**src/design/tsr_pkg.sv**
```systemverilog
// Shared types, constants and helpers for the triangle scanline rasterizer.
// No dependencies; every other design file imports this package.
package tsr_pkg;

  localparam int COORD_W   = 6;
  localparam int COLOR_W   = 8;
  localparam int TILE_SIZE = 64;
  localparam int FRAC_BITS = 16;

  // Edge accumulators and slopes: sign, one guard bit, integer and fraction.
  localparam int ACC_W     = COORD_W + FRAC_BITS + 2;
  // Divider dividend and quotient width: a 6-bit magnitude shifted by FRAC_BITS.
  localparam int DIV_W     = COORD_W + FRAC_BITS;
  localparam int DIV_CNT_W = $clog2(DIV_W + 1);
  // Span counter holds up to TILE_SIZE rows.
  localparam int CNT_W     = COORD_W + 1;

  typedef struct packed {
    logic [COORD_W-1:0] first_x;
    logic [COORD_W-1:0] first_y;
    logic [COORD_W-1:0] second_x;
    logic [COORD_W-1:0] second_y;
    logic [COORD_W-1:0] third_x;
    logic [COORD_W-1:0] third_y;
    logic [COLOR_W-1:0] red;
    logic [COLOR_W-1:0] green;
    logic [COLOR_W-1:0] blue;
    logic [COLOR_W-1:0] alpha;
  } tsr_in_t;

  typedef struct packed {
    logic [COORD_W-1:0] span_row;
    logic [COORD_W-1:0] span_x_one;
    logic [COORD_W-1:0] span_x_two;
    logic [COLOR_W-1:0] out_red;
    logic [COLOR_W-1:0] out_green;
    logic [COLOR_W-1:0] out_blue;
    logic [COLOR_W-1:0] out_alpha;
    logic               last_span;
  } tsr_out_t;

  typedef struct packed {
    logic [COORD_W-1:0] x;
    logic [COORD_W-1:0] y;
  } vertex_t;

  typedef struct packed {
    logic [COLOR_W-1:0] red;
    logic [COLOR_W-1:0] green;
    logic [COLOR_W-1:0] blue;
    logic [COLOR_W-1:0] alpha;
  } color_t;

  typedef struct packed {
    logic               start;
    logic [DIV_W-1:0]   dividend;
    logic [COORD_W-1:0] divisor;
  } div_req_t;

  typedef struct packed {
    logic               done;
    logic [DIV_W-1:0]   quotient;
    logic [COORD_W-1:0] remainder;
  } div_rsp_t;

endpackage

```
**src/design/tsr_sort.sv**
```systemverilog
// Vertex clamp and three-step compare-and-swap sort by y.
// Depends on tsr_pkg.
module tsr_sort (
  input  tsr_pkg::tsr_in_t tri_in,
  output tsr_pkg::vertex_t v_lo,
  output tsr_pkg::vertex_t v_mid,
  output tsr_pkg::vertex_t v_hi
);
  import tsr_pkg::*;

  function automatic logic [COORD_W-1:0] clamp_c(input logic [COORD_W-1:0] c);
    logic [COORD_W-1:0] r;
    r = c;
    if ({1'b0, c} > COORD_W'(TILE_SIZE - 1)) r = COORD_W'(TILE_SIZE - 1);
    return r;
  endfunction

  vertex_t a0, b0, c0, a1, c1, a2, b2, b3, c3;

  always_comb begin
    a0 = '{x: clamp_c(tri_in.first_x),  y: clamp_c(tri_in.first_y)};
    b0 = '{x: clamp_c(tri_in.second_x), y: clamp_c(tri_in.second_y)};
    c0 = '{x: clamp_c(tri_in.third_x),  y: clamp_c(tri_in.third_y)};
    // First with third.
    if (a0.y > c0.y) begin
      a1 = c0;
      c1 = a0;
    end else begin
      a1 = a0;
      c1 = c0;
    end
    // First with second.
    if (a1.y > b0.y) begin
      a2 = b0;
      b2 = a1;
    end else begin
      a2 = a1;
      b2 = b0;
    end
    // Second with third.
    if (b2.y > c1.y) begin
      b3 = c1;
      c3 = b2;
    end else begin
      b3 = b2;
      c3 = c1;
    end
  end

  assign v_lo  = a2;
  assign v_mid = b3;
  assign v_hi  = c3;

endmodule

```
**src/design/tsr_divider.sv**
```systemverilog
// Shared iterative restoring divider, one quotient bit per cycle.
// Depends on tsr_pkg.
module tsr_divider (
  input  logic              clk,
  input  logic              rst_n,
  input  tsr_pkg::div_req_t req,
  output tsr_pkg::div_rsp_t rsp
);
  import tsr_pkg::*;

  logic                 busy_r;
  logic                 done_r;
  logic [DIV_CNT_W-1:0] cnt_r;
  logic [DIV_W-1:0]     dvd_r;
  logic [COORD_W-1:0]   den_r;
  logic [COORD_W-1:0]   rem_r;

  logic [COORD_W:0] rem_sh;
  logic [COORD_W:0] rem_sub;
  logic             ge;

  always_comb begin
    rem_sh  = {rem_r, dvd_r[DIV_W-1]};
    ge      = (rem_sh >= {1'b0, den_r});
    rem_sub = rem_sh - {1'b0, den_r};
  end

  always_ff @(posedge clk) begin
    if (!rst_n) begin
      busy_r <= 1'b0;
      done_r <= 1'b0;
    end else begin
      done_r <= 1'b0;
      if (req.start) begin
        busy_r <= 1'b1;
        cnt_r  <= DIV_CNT_W'(DIV_W);
        dvd_r  <= req.dividend;
        den_r  <= req.divisor;
        rem_r  <= '0;
      end else if (busy_r) begin
        // The quotient bit shifts in where the dividend bit left.
        dvd_r <= {dvd_r[DIV_W-2:0], ge};
        rem_r <= ge ? rem_sub[COORD_W-1:0] : rem_sh[COORD_W-1:0];
        cnt_r <= cnt_r - 1'b1;
        if (cnt_r == DIV_CNT_W'(1)) begin
          busy_r <= 1'b0;
          done_r <= 1'b1;
        end
      end
    end
  end

  assign rsp.done      = done_r;
  assign rsp.quotient  = dvd_r;
  assign rsp.remainder = rem_r;

endmodule

```
**src/design/triangle_scanline_rasterizer.sv**
```systemverilog
// Triangle scanline rasterizer top level: sequencer, edge stepper, output register.
// Depends on tsr_pkg, tsr_sort and tsr_divider.
//
// Usage: a triangle request (three vertices and an RGBA color) is offered on
// in_valid/in_ready/in_data. It is taken only while the sequencer is idle. The
// triangle then produces one span request per covered row on out_valid/
// out_ready/out_data, with last_span set on the final one. Every triangle
// yields at least one span and at most 64.
// All slopes and the split point come from one shared divider that retires
// one quotient bit per cycle, and the sequencer waits for each division to
// finish. A flat-top or flat-bottom triangle needs at most two divisions
// (none when all three y are equal), a general triangle five (split point
// plus two slopes per half). Spans leave at one per cycle within each half
// while the receiver keeps out_ready high.
// The result sits in an output register. When the receiver stalls, the
// register holds its span and the edge stepper waits; nothing is lost. The
// next triangle may be accepted while the last span of the previous one is
// still waiting to be taken.
// Reset (rst_n low at a clock edge) returns the sequencer to idle, clears
// any pending divider work and drops out_valid.
module triangle_scanline_rasterizer (
  input  logic              clk,
  input  logic              rst_n,
  input  logic              in_valid,
  output logic              in_ready,
  input  tsr_pkg::tsr_in_t  in_data,
  output logic              out_valid,
  input  logic              out_ready,
  output tsr_pkg::tsr_out_t out_data
);
  import tsr_pkg::*;

  typedef enum logic [2:0] {
    S_IDLE,
    S_MUL,
    S_SPLIT_DIV,
    S_SLOPE_L,
    S_SLOPE_R,
    S_EMIT
  } state_t;

  // Truncate a fixed-point edge position toward zero, keep the tile bits.
  function automatic logic [COORD_W-1:0] trunc_x(input logic signed [ACC_W-1:0] acc);
    logic [ACC_W-1:0] mag;
    logic [ACC_W-1:0] sh;
    mag = (acc < 0) ? $unsigned(-acc) : $unsigned(acc);
    sh  = mag >> FRAC_BITS;
    if (acc < 0) sh = -sh;
    return sh[COORD_W-1:0];
  endfunction

  // Sorted vertices of the incoming request.
  vertex_t s_lo, s_mid, s_hi;

  tsr_sort u_sort (
    .tri_in (in_data),
    .v_lo   (s_lo),
    .v_mid  (s_mid),
    .v_hi   (s_hi)
  );

  // Shared divider.
  div_req_t div_req_r, div_req_nxt;
  div_rsp_t div_rsp;

  tsr_divider u_div (
    .clk   (clk),
    .rst_n (rst_n),
    .req   (div_req_r),
    .rsp   (div_rsp)
  );

  state_t                   state_r, state_nxt;
  logic                     wait_r, wait_nxt;
  vertex_t                  v1_r, v1_nxt, v2_r, v2_nxt, v3_r, v3_nxt;
  color_t                   color_r, color_nxt;
  logic                     single_r, single_nxt;
  logic                     top_r, top_nxt;
  logic                     num_neg_r, num_neg_nxt;
  logic [2*COORD_W:0]       num_mag_r, num_mag_nxt;
  logic [COORD_W-1:0]       mx_r, mx_nxt;
  logic signed [ACC_W-1:0]  step_l_r, step_l_nxt, step_r_r, step_r_nxt;
  logic signed [ACC_W-1:0]  acc_l_r, acc_l_nxt, acc_r_r, acc_r_nxt;
  logic [COORD_W-1:0]       row_r, row_nxt;
  logic [CNT_W-1:0]         remain_r, remain_nxt;
  logic                     out_valid_r, out_valid_nxt;
  tsr_out_t                 out_data_r, out_data_nxt;

  // Geometry of the half being drawn. Both edges of a half share one height.
  logic [COORD_W-1:0]        dy_part;
  logic [COORD_W-1:0]        xl_a, xl_b, xr_a, xr_b;
  logic signed [COORD_W:0]   dx_l, dx_r, dx_sel;
  logic [COORD_W:0]          dx_abs;
  logic [COORD_W-1:0]        x_start;
  logic [COORD_W-1:0]        dy_split;
  logic signed [COORD_W:0]   dx_split;
  logic signed [2*COORD_W+1:0] prod;
  logic [2*COORD_W+1:0]      prod_abs;
  logic [ACC_W-1:0]          q_ext;
  logic signed [ACC_W-1:0]   slope_q;
  logic signed [COORD_W+1:0] q_s;
  logic signed [COORD_W+1:0] mx_sum;
  logic signed [ACC_W-1:0]   acc_init;
  logic                      final_part;
  logic                      out_free;
  logic                      slope_r_phase;

  always_comb begin
    // Bottom half runs from the top vertex down to the middle row; top half
    // runs from the bottom vertex up. Edge dx is the x at the larger y minus the x at the smaller y.
    if (!top_r) begin
      dy_part = v2_r.y - v1_r.y;
      xl_a    = v2_r.x;
      xl_b    = v1_r.x;
      xr_a    = single_r ? v3_r.x : mx_r;
      xr_b    = v1_r.x;
      x_start = v1_r.x;
    end else begin
      dy_part = single_r ? (v3_r.y - v1_r.y) : (v3_r.y - v2_r.y);
      xl_a    = v3_r.x;
      xl_b    = single_r ? v1_r.x : v2_r.x;
      xr_a    = v3_r.x;
      xr_b    = single_r ? v2_r.x : mx_r;
      x_start = v3_r.x;
    end
    dx_l     = $signed({1'b0, xl_a}) - $signed({1'b0, xl_b});
    dx_r     = $signed({1'b0, xr_a}) - $signed({1'b0, xr_b});
    slope_r_phase = (state_r == S_SLOPE_R);
    dx_sel   = slope_r_phase ? dx_r : dx_l;
    dx_abs   = (dx_sel < 0) ? $unsigned(-dx_sel) : $unsigned(dx_sel);

    // Signed quotient from the divider magnitude.
    q_ext    = ACC_W'(div_rsp.quotient);
    slope_q  = (dx_sel < 0) ? -$signed(q_ext) : $signed(q_ext);

    // Split point: x1 + floor((y2-y1)*(x3-x1)/(y3-y1)).
    dy_split = v2_r.y - v1_r.y;
    dx_split = $signed({1'b0, v3_r.x}) - $signed({1'b0, v1_r.x});
    prod     = $signed({1'b0, dy_split}) * dx_split;
    prod_abs = (prod < 0) ? $unsigned(-prod) : $unsigned(prod);
    q_s      = $signed({2'b00, div_rsp.quotient[COORD_W-1:0]});
    if (num_neg_r) begin
      q_s = -q_s;
      if (div_rsp.remainder != '0) q_s = q_s - (COORD_W+2)'(1);
    end
    mx_sum   = $signed({2'b00, v1_r.x}) + q_s;

    acc_init   = $signed({2'b00, x_start, {FRAC_BITS{1'b0}}});
    final_part = top_r || single_r;
    out_free   = !out_valid_r || out_ready;
  end

  always_comb begin
    state_nxt     = state_r;
    wait_nxt      = wait_r;
    v1_nxt        = v1_r;
    v2_nxt        = v2_r;
    v3_nxt        = v3_r;
    color_nxt     = color_r;
    single_nxt    = single_r;
    top_nxt       = top_r;
    num_neg_nxt   = num_neg_r;
    num_mag_nxt   = num_mag_r;
    mx_nxt        = mx_r;
    step_l_nxt    = step_l_r;
    step_r_nxt    = step_r_r;
    acc_l_nxt     = acc_l_r;
    acc_r_nxt     = acc_r_r;
    row_nxt       = row_r;
    remain_nxt    = remain_r;
    out_valid_nxt = out_valid_r;
    out_data_nxt  = out_data_r;
    div_req_nxt   = '{start: 1'b0, dividend: div_req_r.dividend,
                      divisor: div_req_r.divisor};

    if (out_valid_r && out_ready) out_valid_nxt = 1'b0;

    case (state_r)
      S_IDLE: begin
        if (in_valid) begin
          v1_nxt     = s_lo;
          v2_nxt     = s_mid;
          v3_nxt     = s_hi;
          color_nxt  = '{red: in_data.red, green: in_data.green,
                         blue: in_data.blue, alpha: in_data.alpha};
          // Flat bottom draws only the lower half, flat top only the upper.
          single_nxt = (s_mid.y == s_hi.y) || (s_lo.y == s_mid.y);
          top_nxt    = (s_mid.y != s_hi.y) && (s_lo.y == s_mid.y);
          wait_nxt   = 1'b0;
          state_nxt  = ((s_mid.y == s_hi.y) || (s_lo.y == s_mid.y)) ? S_SLOPE_L : S_MUL;
        end
      end
      S_MUL: begin
        num_neg_nxt = (prod < 0);
        num_mag_nxt = prod_abs[2*COORD_W:0];
        state_nxt   = S_SPLIT_DIV;
      end
      S_SPLIT_DIV: begin
        if (!wait_r) begin
          div_req_nxt = '{start: 1'b1, dividend: DIV_W'(num_mag_r),
                          divisor: v3_r.y - v1_r.y};
          wait_nxt    = 1'b1;
        end else if (div_rsp.done) begin
          mx_nxt    = mx_sum[COORD_W-1:0];
          wait_nxt  = 1'b0;
          state_nxt = S_SLOPE_L;
        end
      end
      S_SLOPE_L, S_SLOPE_R: begin
        if (!wait_r && dy_part == '0) begin
          // Zero height edge: slope is zero.
          if (slope_r_phase) step_r_nxt = '0;
          else step_l_nxt = '0;
        end else if (!wait_r) begin
          div_req_nxt = '{start: 1'b1,
                          dividend: {dx_abs[COORD_W-1:0], {FRAC_BITS{1'b0}}},
                          divisor: dy_part};
          wait_nxt    = 1'b1;
        end else if (div_rsp.done) begin
          if (slope_r_phase) step_r_nxt = slope_q;
          else step_l_nxt = slope_q;
          wait_nxt = 1'b0;
        end
        // Advance once this edge's slope is settled.
        if ((!wait_r && dy_part == '0) || (wait_r && div_rsp.done)) begin
          if (slope_r_phase) begin
            acc_l_nxt  = acc_init;
            acc_r_nxt  = acc_init;
            row_nxt    = top_r ? v3_r.y : v1_r.y;
            remain_nxt = top_r ? {1'b0, dy_part} : ({1'b0, dy_part} + 1'b1);
            state_nxt  = S_EMIT;
          end else begin
            state_nxt = S_SLOPE_R;
          end
        end
      end
      S_EMIT: begin
        if (out_free) begin
          out_valid_nxt = 1'b1;
          out_data_nxt  = '{span_row: row_r,
                            span_x_one: trunc_x(acc_l_r),
                            span_x_two: trunc_x(acc_r_r),
                            out_red: color_r.red, out_green: color_r.green,
                            out_blue: color_r.blue, out_alpha: color_r.alpha,
                            last_span: (remain_r == CNT_W'(1)) && final_part};
          if (top_r) begin
            acc_l_nxt = acc_l_r - step_l_r;
            acc_r_nxt = acc_r_r - step_r_r;
            row_nxt   = row_r - 1'b1;
          end else begin
            acc_l_nxt = acc_l_r + step_l_r;
            acc_r_nxt = acc_r_r + step_r_r;
            row_nxt   = row_r + 1'b1;
          end
          remain_nxt = remain_r - 1'b1;
          if (remain_r == CNT_W'(1)) begin
            if (final_part) begin
              state_nxt = S_IDLE;
            end else begin
              top_nxt   = 1'b1;
              wait_nxt  = 1'b0;
              state_nxt = S_SLOPE_L;
            end
          end
        end
      end
      default: begin
        state_nxt = S_IDLE;
      end
    endcase
  end

  always_ff @(posedge clk) begin
    if (!rst_n) begin
      state_r         <= S_IDLE;
      wait_r          <= 1'b0;
      out_valid_r     <= 1'b0;
      div_req_r.start <= 1'b0;
    end else begin
      state_r     <= state_nxt;
      wait_r      <= wait_nxt;
      out_valid_r <= out_valid_nxt;
      div_req_r   <= div_req_nxt;
      v1_r        <= v1_nxt;
      v2_r        <= v2_nxt;
      v3_r        <= v3_nxt;
      color_r     <= color_nxt;
      single_r    <= single_nxt;
      top_r       <= top_nxt;
      num_neg_r   <= num_neg_nxt;
      num_mag_r   <= num_mag_nxt;
      mx_r        <= mx_nxt;
      step_l_r    <= step_l_nxt;
      step_r_r    <= step_r_nxt;
      acc_l_r     <= acc_l_nxt;
      acc_r_r     <= acc_r_nxt;
      row_r       <= row_nxt;
      remain_r    <= remain_nxt;
      out_data_r  <= out_data_nxt;
    end
  end

  assign in_ready  = (state_r == S_IDLE);
  assign out_valid = out_valid_r;
  assign out_data  = out_data_r;

endmodule

```
**config.mk**
```make
export PLATFORM = sky130hd
export DESIGN_NAME = triangle_scanline_rasterizer
export DESIGN_NICKNAME = d
export VERILOG_FILES = /design/src/design/tsr_pkg.sv /design/src/design/tsr_sort.sv /design/src/design/tsr_divider.sv /design/src/design/triangle_scanline_rasterizer.sv
export SDC_FILE = /design/constraint.sdc
export NUM_CORES = 1
export LEC_CHECK = 0
export ABC_AREA = 1
export CORE_MARGIN = 2
export CORE_UTILIZATION = 65
export DETAILED_ROUTE_END_ITERATION = 10
export DONT_BUFFER_PORTS = 1
export GPL_TIMING_DRIVEN = 0
export PLACE_DENSITY = 0.9
export SLEW_MARGIN = 20
export SYNTH_ARGS = -nofsm -noshare
export SYNTH_HDL_FRONTEND = slang
export SYNTH_SLANG_ARGS = --single-unit
```
**constraint.sdc**
```tcl
create_clock -name clk -period 9.66 [get_ports clk]
set_input_delay 0.966 -clock clk [delete_from_list [all_inputs] [get_ports clk]]
set_output_delay 0.966 -clock clk [all_outputs]
set_load 0.03 [all_outputs]
```
==> impl_results.md, run 1 <==
- Vias in the first global route: between 15k and 20k
- Synth warn: 0
- DIE AREA: ~0.035 mm²
- Nets: 2819
- CTS tree: built
- GP Congestion: 0.9386
- First-pass GRT wire length: about 90000 µm
- Power per cell area: 368.4 mW/mm²
- Die height: around 190 µm
- Clk sinks: about 320
- Hold Path End: out_data[2]
- Gate power share: ~59%
- Final Hold Fails: 0
- Ratio of cells with drive above 1 in the final layout: between 6 and 7%
- Data arrival time of the critical path: 6.83 ns
- Synthesized instance count: 2497
- Largest cells by area after synthesis: edfxtp_1 43%, ha_1 9.4%, nand2_1 8.9%
- PostCTS Resize Cnt: 0
- Layout area overhead: 9.188%
- DR vias/cell: ~6.0
- Switching pwr: 0.004060 W
- Max Clk Rate: roughly 150 MHz
- Slew @ Worst Pin: about 1.2 ns
- Static Leak: 10.61 nW
- Antenna Nets Post-Route: 0
- Clock network power share: 15.8%
- Total clock buffers created by CTS: 35
- Post-synth ARST share: 0%
- Final Skew: approximately 0.013 ns
- Most frequent cell after synthesis: nand2_1
- Post-CTS setup buffers: 0
- DR iter-0 viols: ~1.9k
- Clk slew on worst S/H paths: 0.06 ns
- Pint: about 0.0047 W
- Port Buffers: 0
- HP Start: color_r[1]
- WL/cell: between 15 and 20 µm
- DIE WIDTH: around 190 µm
- Register Area: 0.009589 mm²
- Core ar.: approximately 0.033 mm²
- Peak supply drop: between 0.8 and 0.9 mV
- Avg Cell Area, Syn: 8.693 µm²
- Flop pwr share: between 20% and 30%
- Row count: between 60 and 70
- Root Buffer: clkbuf_16
- Final setup margin: 3.115 ns
- Maximum fanout along the worst path: 9
- Latest clock arrival within the worst-skew pair: ~0.54 ns
- Top post-synthesis cells by count: 516 x nand2_1, 368 x inv_1, 314 x edfxtp_1
- CTS Buffer Depth: 3
- Yosys cell types: 59
- Post-synthesis register bit count: between 300 and 400
- Post-synth EDFFs: between 300 and 400
- Detailed-route DRC error count: 0
- Total global routing overflow: 0
- Post-place setup slack: 3.116 ns
- Final Power: 0.008730 W
- Hold Path Cell Cnt: 0
- Hold buffers post-CTS: 0
- Syn Nets: 2763
- Max-slew violation count: 0
- Slew headroom: about a fifth
- Max Cap Viol: 0
- Initial antenna violation count: 4
- RSZ-0062 raised after global routing: false
- Run status: finished, final reports clean
- Sequential area share after synthesis: between 40% and 50%
- Layout fillers: around 2.3k
- Crit. End Element: register
- Dpl hpwl: ~43000 µm
- Pin count of the biggest net entering global routing: 29
- Final min period: roughly 6.5 ns
- Yosys top cell area share: 43.44%
- R2r endpoint: num_mag_r[11]
- CP Class: register to register
- Cell mode on critical path: nand2_1
- FF-to-FF setup slack: roughly 3.1 ns
- Reg2Reg Launch Point: v3_r[6]
- Hold Path Class: register to register
- Slowest stage cell, crit path: fa_1
- Starting Density: ~66%
- Clock H-tree levels: 2
- First-pass iteration count of the detailed router: 7
- DR vias: about 18k
- Total Wirelength: between 50000 and 60000 µm
- Total GRT Usage: ~32%
- CP Launch Type: register
- Setup TNS: 0 ns
- Setup violations, final: 0
- Num ports: 125
- Tcrit/Tclk final: about two thirds
- CP max stage delay: 0.54 ns
- Mapped Area: roughly 0.022 mm²
- Worst EP required: 9.95 ns
- Switch share: between 40% and 50%
- Register-to-Register Path Depth: 32
- Multi-input gate area: between 0.01 and 0.015 mm²
- Post-synth top area cell: edfxtp_1
- Top_reg_cell synth: edfxtp_1
==> sequential cells by signal, summed over array words and instances (netlist names), 3 cells and up <==
register	flops
acc_l_r	24
acc_r_r	24
color_r	32
div_req_r	26
mx_r	6
num_mag_r	13
out_data	51
remain_r	7
row_r	6
state_r	3
step_l_r	24
step_r_r	24
u_div.cnt_r	5
u_div.den_r	6
u_div.dvd_r	22
u_div.rem_r	6
v1_r	12
v2_r	12
v3_r	12
==> worst max-delay path by stage <==
stage / startpoint / to / slack [ns] / cells past startpoint
after floorplan: v2_r[0] / acc_l_r[0] / 2.82 / 15
after detailed placement: v3_r[6] / num_mag_r[11] / 3.12 / 32
after global placement: v2_r[0] / acc_l_r[0] / 0.26 / 15
final: v3_r[6] / num_mag_r[11] / 3.12 / 32
after global routing: v3_r[6] / num_mag_r[11] / 2.55 / 32
after CTS: v3_r[6] / num_mag_r[11] / 3.07 / 32
==> per-layer routing <==
layer / GRT usage, % / wire length [µm]
met3: 5.887 / 4908
met4: 19.63 / 3869
met5: 0 / 0
met2: 55.79 / 27750
met1: 36.72 / 20230
==> logic make-up after synthesis <==
| group | after synthesis | synth area share, % |
|---|---|---|
| fa+ha+maj | 194 | 12.26 |
| mux | 1 | 0.04612 |
| simple gates | 973 | 18.86 |
| compound gates | 423 | 10.79 |
| xor+xnor | 151 | 6.162 |
| flops | 322 | 44.18 |
| buf+inv | 433 | 7.713 |
==> power groups by stage <==
| stage | clock, W | sequential, W | combinational [W] |
|---|---|---|---|
| after floorplan | 0 | 0.00217 | 0.00390 |
| after global placement | 0 | 0.00221 | 0.00479 |
| after detailed placement | 0 | 0.00219 | 0.00506 |
| after CTS | 0.00138 | 0.00216 | 0.00513 |
| after global routing | 0.00143 | 0.00218 | 0.00587 |
| final | 0.00138 | 0.00217 | 0.00518 |
==> per-stage QoR <==
step	area, µm²	util [%]	hold WS, ns	cells
6_report	23700	72.47	0.4145	3027
5_1_grt	23700	72.46	0.4201	3025
4_1_cts	23690	72.44	0.4164	3022
3_5_place_dp	22510	68.84	0.4052	2958
3_3_place_gp	22260	68.07	0.4004	2939
2_1_floorplan	21710	-	0.4003	2497
==> critical path: cells and delay by family, from the launching register on <==
kind	cells	cell delay [ns]
fa+ha+maj	7	3.02
compound gates	4	0.76
xor+xnor	1	0.14
simple gates	12	1.34
flops	1	0.42
buf+inv	8	0.61
==> layout by cell type, fill, tap and decap left out, types with 11 or more instances in the layout <==
cell type  instances
a21oi_1          143
a31oi_1           15
buf_2             20
clkbuf_1          34
clkbuf_16         35
edfxtp_1         314
fa_1              31
ha_1             163
inv_1            368
nand2_1          516
nand2_2           13
nand3_1          106
nand4_1           22
nor2_1           242
nor3_1            22
o211ai_1          11
o21a_1            14
o21ai_0          170
o21ai_1           18
xnor2_1           35
xor2_1           114
==> cell type report <==
| type | count | share of cell area [%] |
|---|---|---|
| Multi-Input combinational cell | 1742 | 44.23 |
| Sequential cell | 322 | 40.46 |
| Inverter | 380 | 6.018 |
| Clock buffer | 41 | 3.917 |
| Tap cell | 442 | 2.333 |
| Buffer | 53 | 1.045 |
| Clock inverter | 23 | 1.040 |
| Timing Repair Buffer | 19 | 0.9028 |
| Antenna cell | 5 | 0.05279 |
Power figures use the tool's default switching activity.
==> run 2, diff against run 1 <==
Settings changed: CORE_UTILIZATION 65 to 59, PLACE_DENSITY 0.9 to 0.87.
Clock period 9.66 ns to 5.4 ns, I/O delays scaled along.
==> run 2 against run 1 <==
  * The run now ends with design-rule violations, negative setup slack left
  * Critical endpoint unchanged
  * Worst setup slack got worse by 3.6 ns
  * Critical path type unchanged
  * Critical path depth decreased by 3
  * Largest power group unchanged
  * Via count increased by 0.97%
  * Final area increased by 2.4%
==> impl_results.md, run 2 (synthesis results as in run 1) <==
- Run status: finished, violations left
- Failing checks: design-rule violations, negative setup slack
- Data arrival time of the critical path: 6.20 ns (-0.63 ns)
- Placed Cells: 2981 (+0.78%)
- CP max stage delay: 0.53 ns (about the same)
- Slowest stage cell, crit path: fa_1
- Power per cell area: 724.3 mW/mm² (+97%)
- Starting Density: 59.57% (-6.8 points)
- Nets: 2859 (+1.4%)
- Most common library cell in the layout ignoring fill and taps: nand2_1
- Total GRT Usage: 28.63% (-3.4 points)
- Slew @ Worst Pin: 0.9716 ns (-0.2105 ns)
- Maximum fanout along the worst path: 4 (-5)
- Row count: 70 (+6.1%)
- Final cell count without fillers: 3088 (+2.0%)
- Port Buffers: 0 (unchanged)
- DR vias/cell: 5.916 (-1.0%)
- Antenna Nets Post-Route: 0 (unchanged)
- Slew headroom: 34.73% (+14 points)
- Root Buffer: clkbuf_16
- Final Hold Fails: 0 (unchanged)
- First-pass GRT wire length: 88230 µm (-1.5%)
- DR vias: 18.27k (+0.97%)
- Hold Path Class: input pin to register
- Layout fillers: 2619 (+14%)
- Register Area: 0.009589 mm² (unchanged)
- Vias in the first global route: 17.93k (-0.19%)
- Total Wirelength: 56720 µm (about the same)
- Final min period: 5.866 ns (-0.6790 ns)
- Pin count of the biggest net entering global routing: 29 (unchanged)
- Initial antenna violation count: 2 (-2)
- Latest clock arrival within the worst-skew pair: 0.59 ns (+0.05 ns)
- Total global routing overflow: 0 (unchanged)
- Max Cap Viol: 0 (unchanged)
- Number of flip-flops under the largest register name: 51 (unchanged)
- Final Skew: 0.02146 ns (+0.008013 ns)
- Final setup margin: -0.4658 ns (-3.581 ns)
- Tcrit/Tclk final: 108.6% (+41 points)
- Layout area overhead: 11.85%
- Max Clk Rate: 170.5 MHz (+12%)
- Core ar.: 0.03643 mm² (+11%)
- CP Class: register to register
- CP Launch Type: register
- Dpl hpwl: 41390 µm (-2.9%)
- Die height: 195.8 µm (+4.9%)
- Crit. End Element: register
- CTS tree: built
- WL/cell: 18.37 µm (-2.0%)
- GP Congestion: 0.9654 (+2.9%)
- First-pass iteration count of the detailed router: 11 (+4)
- Max-slew violation count: 0 (unchanged)
- Clk slew on worst S/H paths: 0.07 ns (about the same)
- Peak supply drop: 1.376 mV (+67%)
- CTS Buffer Depth: 3 (unchanged)
- Most frequent cells in the layout: 498 x nand2_1, 347 x inv_1, 314 x edfxtp_1, 237 x nor2_1, 169 x o21ai_0
- Total clock buffers created by CTS: 31 (-11%)
- DIE AREA: 0.03834 mm² (+9.9%)
- Ratio of cells with drive above 1 in the final layout: 10.43% (+4.2 points)
- Multi-input gate area: 0.01084 mm² (+3.4%)
- Static Leak: 10.76 nW (+1.4%)
- RSZ-0062 raised after global routing: true
- Clock H-tree levels: 1 (-1)
- Num ports: 125 (unchanged)
- Detailed-route DRC error count: 2 (+2)
- DR iter-0 viols: 1709 (-11%)
- WP buf/inv: 9 (+1)
- DIE WIDTH: 195.8 µm (+4.9%)
- Hold buffers post-CTS: 0 (unchanged)
- Setup violations, final: 13 (+13)
- Worst EP required: 5.73 ns (-4.22 ns)
- Crit-path leading delay family: adder cells
- Clk sinks: 322 (unchanged)
- Setup TNS: -5.178 ns (-5.178 ns)
run 2: timing repair:
item | CTS | global route
gates resized for setup | 38 | 43
setup buffers | 31 | 17
pin swaps | 28 | 40
setup endpoints to repair | 13 | 13
endpoints found under the hold margin | 0 | 0
run 2: final timing paths:
kind / slack [ns] / to / depth (start not counted) / start
worst max-delay path: -0.47 / num_mag_r[11] / 29 / v3_r[6]
worst min-delay path: 0.04 / color_r[9] / 0 / in_data[9]
worst max register to register: -0.47 / num_mag_r[11] / 29 / v3_r[6]
worst min register to register: 0.42 / out_data[31] / 0 / color_r[30]
run 2: per-layer routing:
layer,vias up,GRT usage (%),share of wire (%),wire [µm]
li1,8541,-,-,-
met1,8411,33.48,36,20410
met2,1034,49.52,48,27490
met3,284,4.831,8.8,4967
met4,0,17.40,6.8,3856
met5,-,0,0,0
run 2: area by class of cell:
| class | instances | share of cell area (%) |
|---|---|---|
| antenna | 2 | 0.02061 |
| buffer | 53 | 1.020 |
| clock buffer | 34 | 3.242 |
| clock inverter | 24 | 0.7267 |
| inverter | 380 | 5.963 |
| multi-input combinational | 1742 | 44.63 |
| sequential | 322 | 39.50 |
| tap | 468 | 2.412 |
| timing repair buffer | 63 | 2.484 |
run 2: where the power goes:
| part | switching (W) | leakage (nW) | internal, W | total (W) |
|---|---|---|---|---|
| clock network | 0.000993 | 0.461 | 0.00111 | 0.00210 |
| registers | 0.000220 | 2.94 | 0.00365 | 0.00387 |
| logic | 0.00700 | 7.36 | 0.00461 | 0.0116 |
| total | 0.00821 | 10.8 | 0.00937 | 0.0176 |
run 2: through the flow:
| stage | util, % | hold WS (ns) | area, µm² | power, W | worst slack [ns] |
|---|---|---|---|---|---|
| floorplan | - | 0.4003 | 21820 | 0.01132 | -0.08717 |
| global placement | 61.50 | 0.4002 | 22410 | 0.01301 | -1.955 |
| detailed placement | 62.21 | 0.4045 | 22670 | 0.01348 | -0.7698 |
| CTS | 65.90 | 0.03577 | 24010 | 0.01644 | -0.3299 |
| global route | 66.63 | 0.03635 | 24280 | 0.01879 | -0.6676 |
| finish | 66.63 | 0.04436 | 24280 | 0.01758 | -0.4658 |
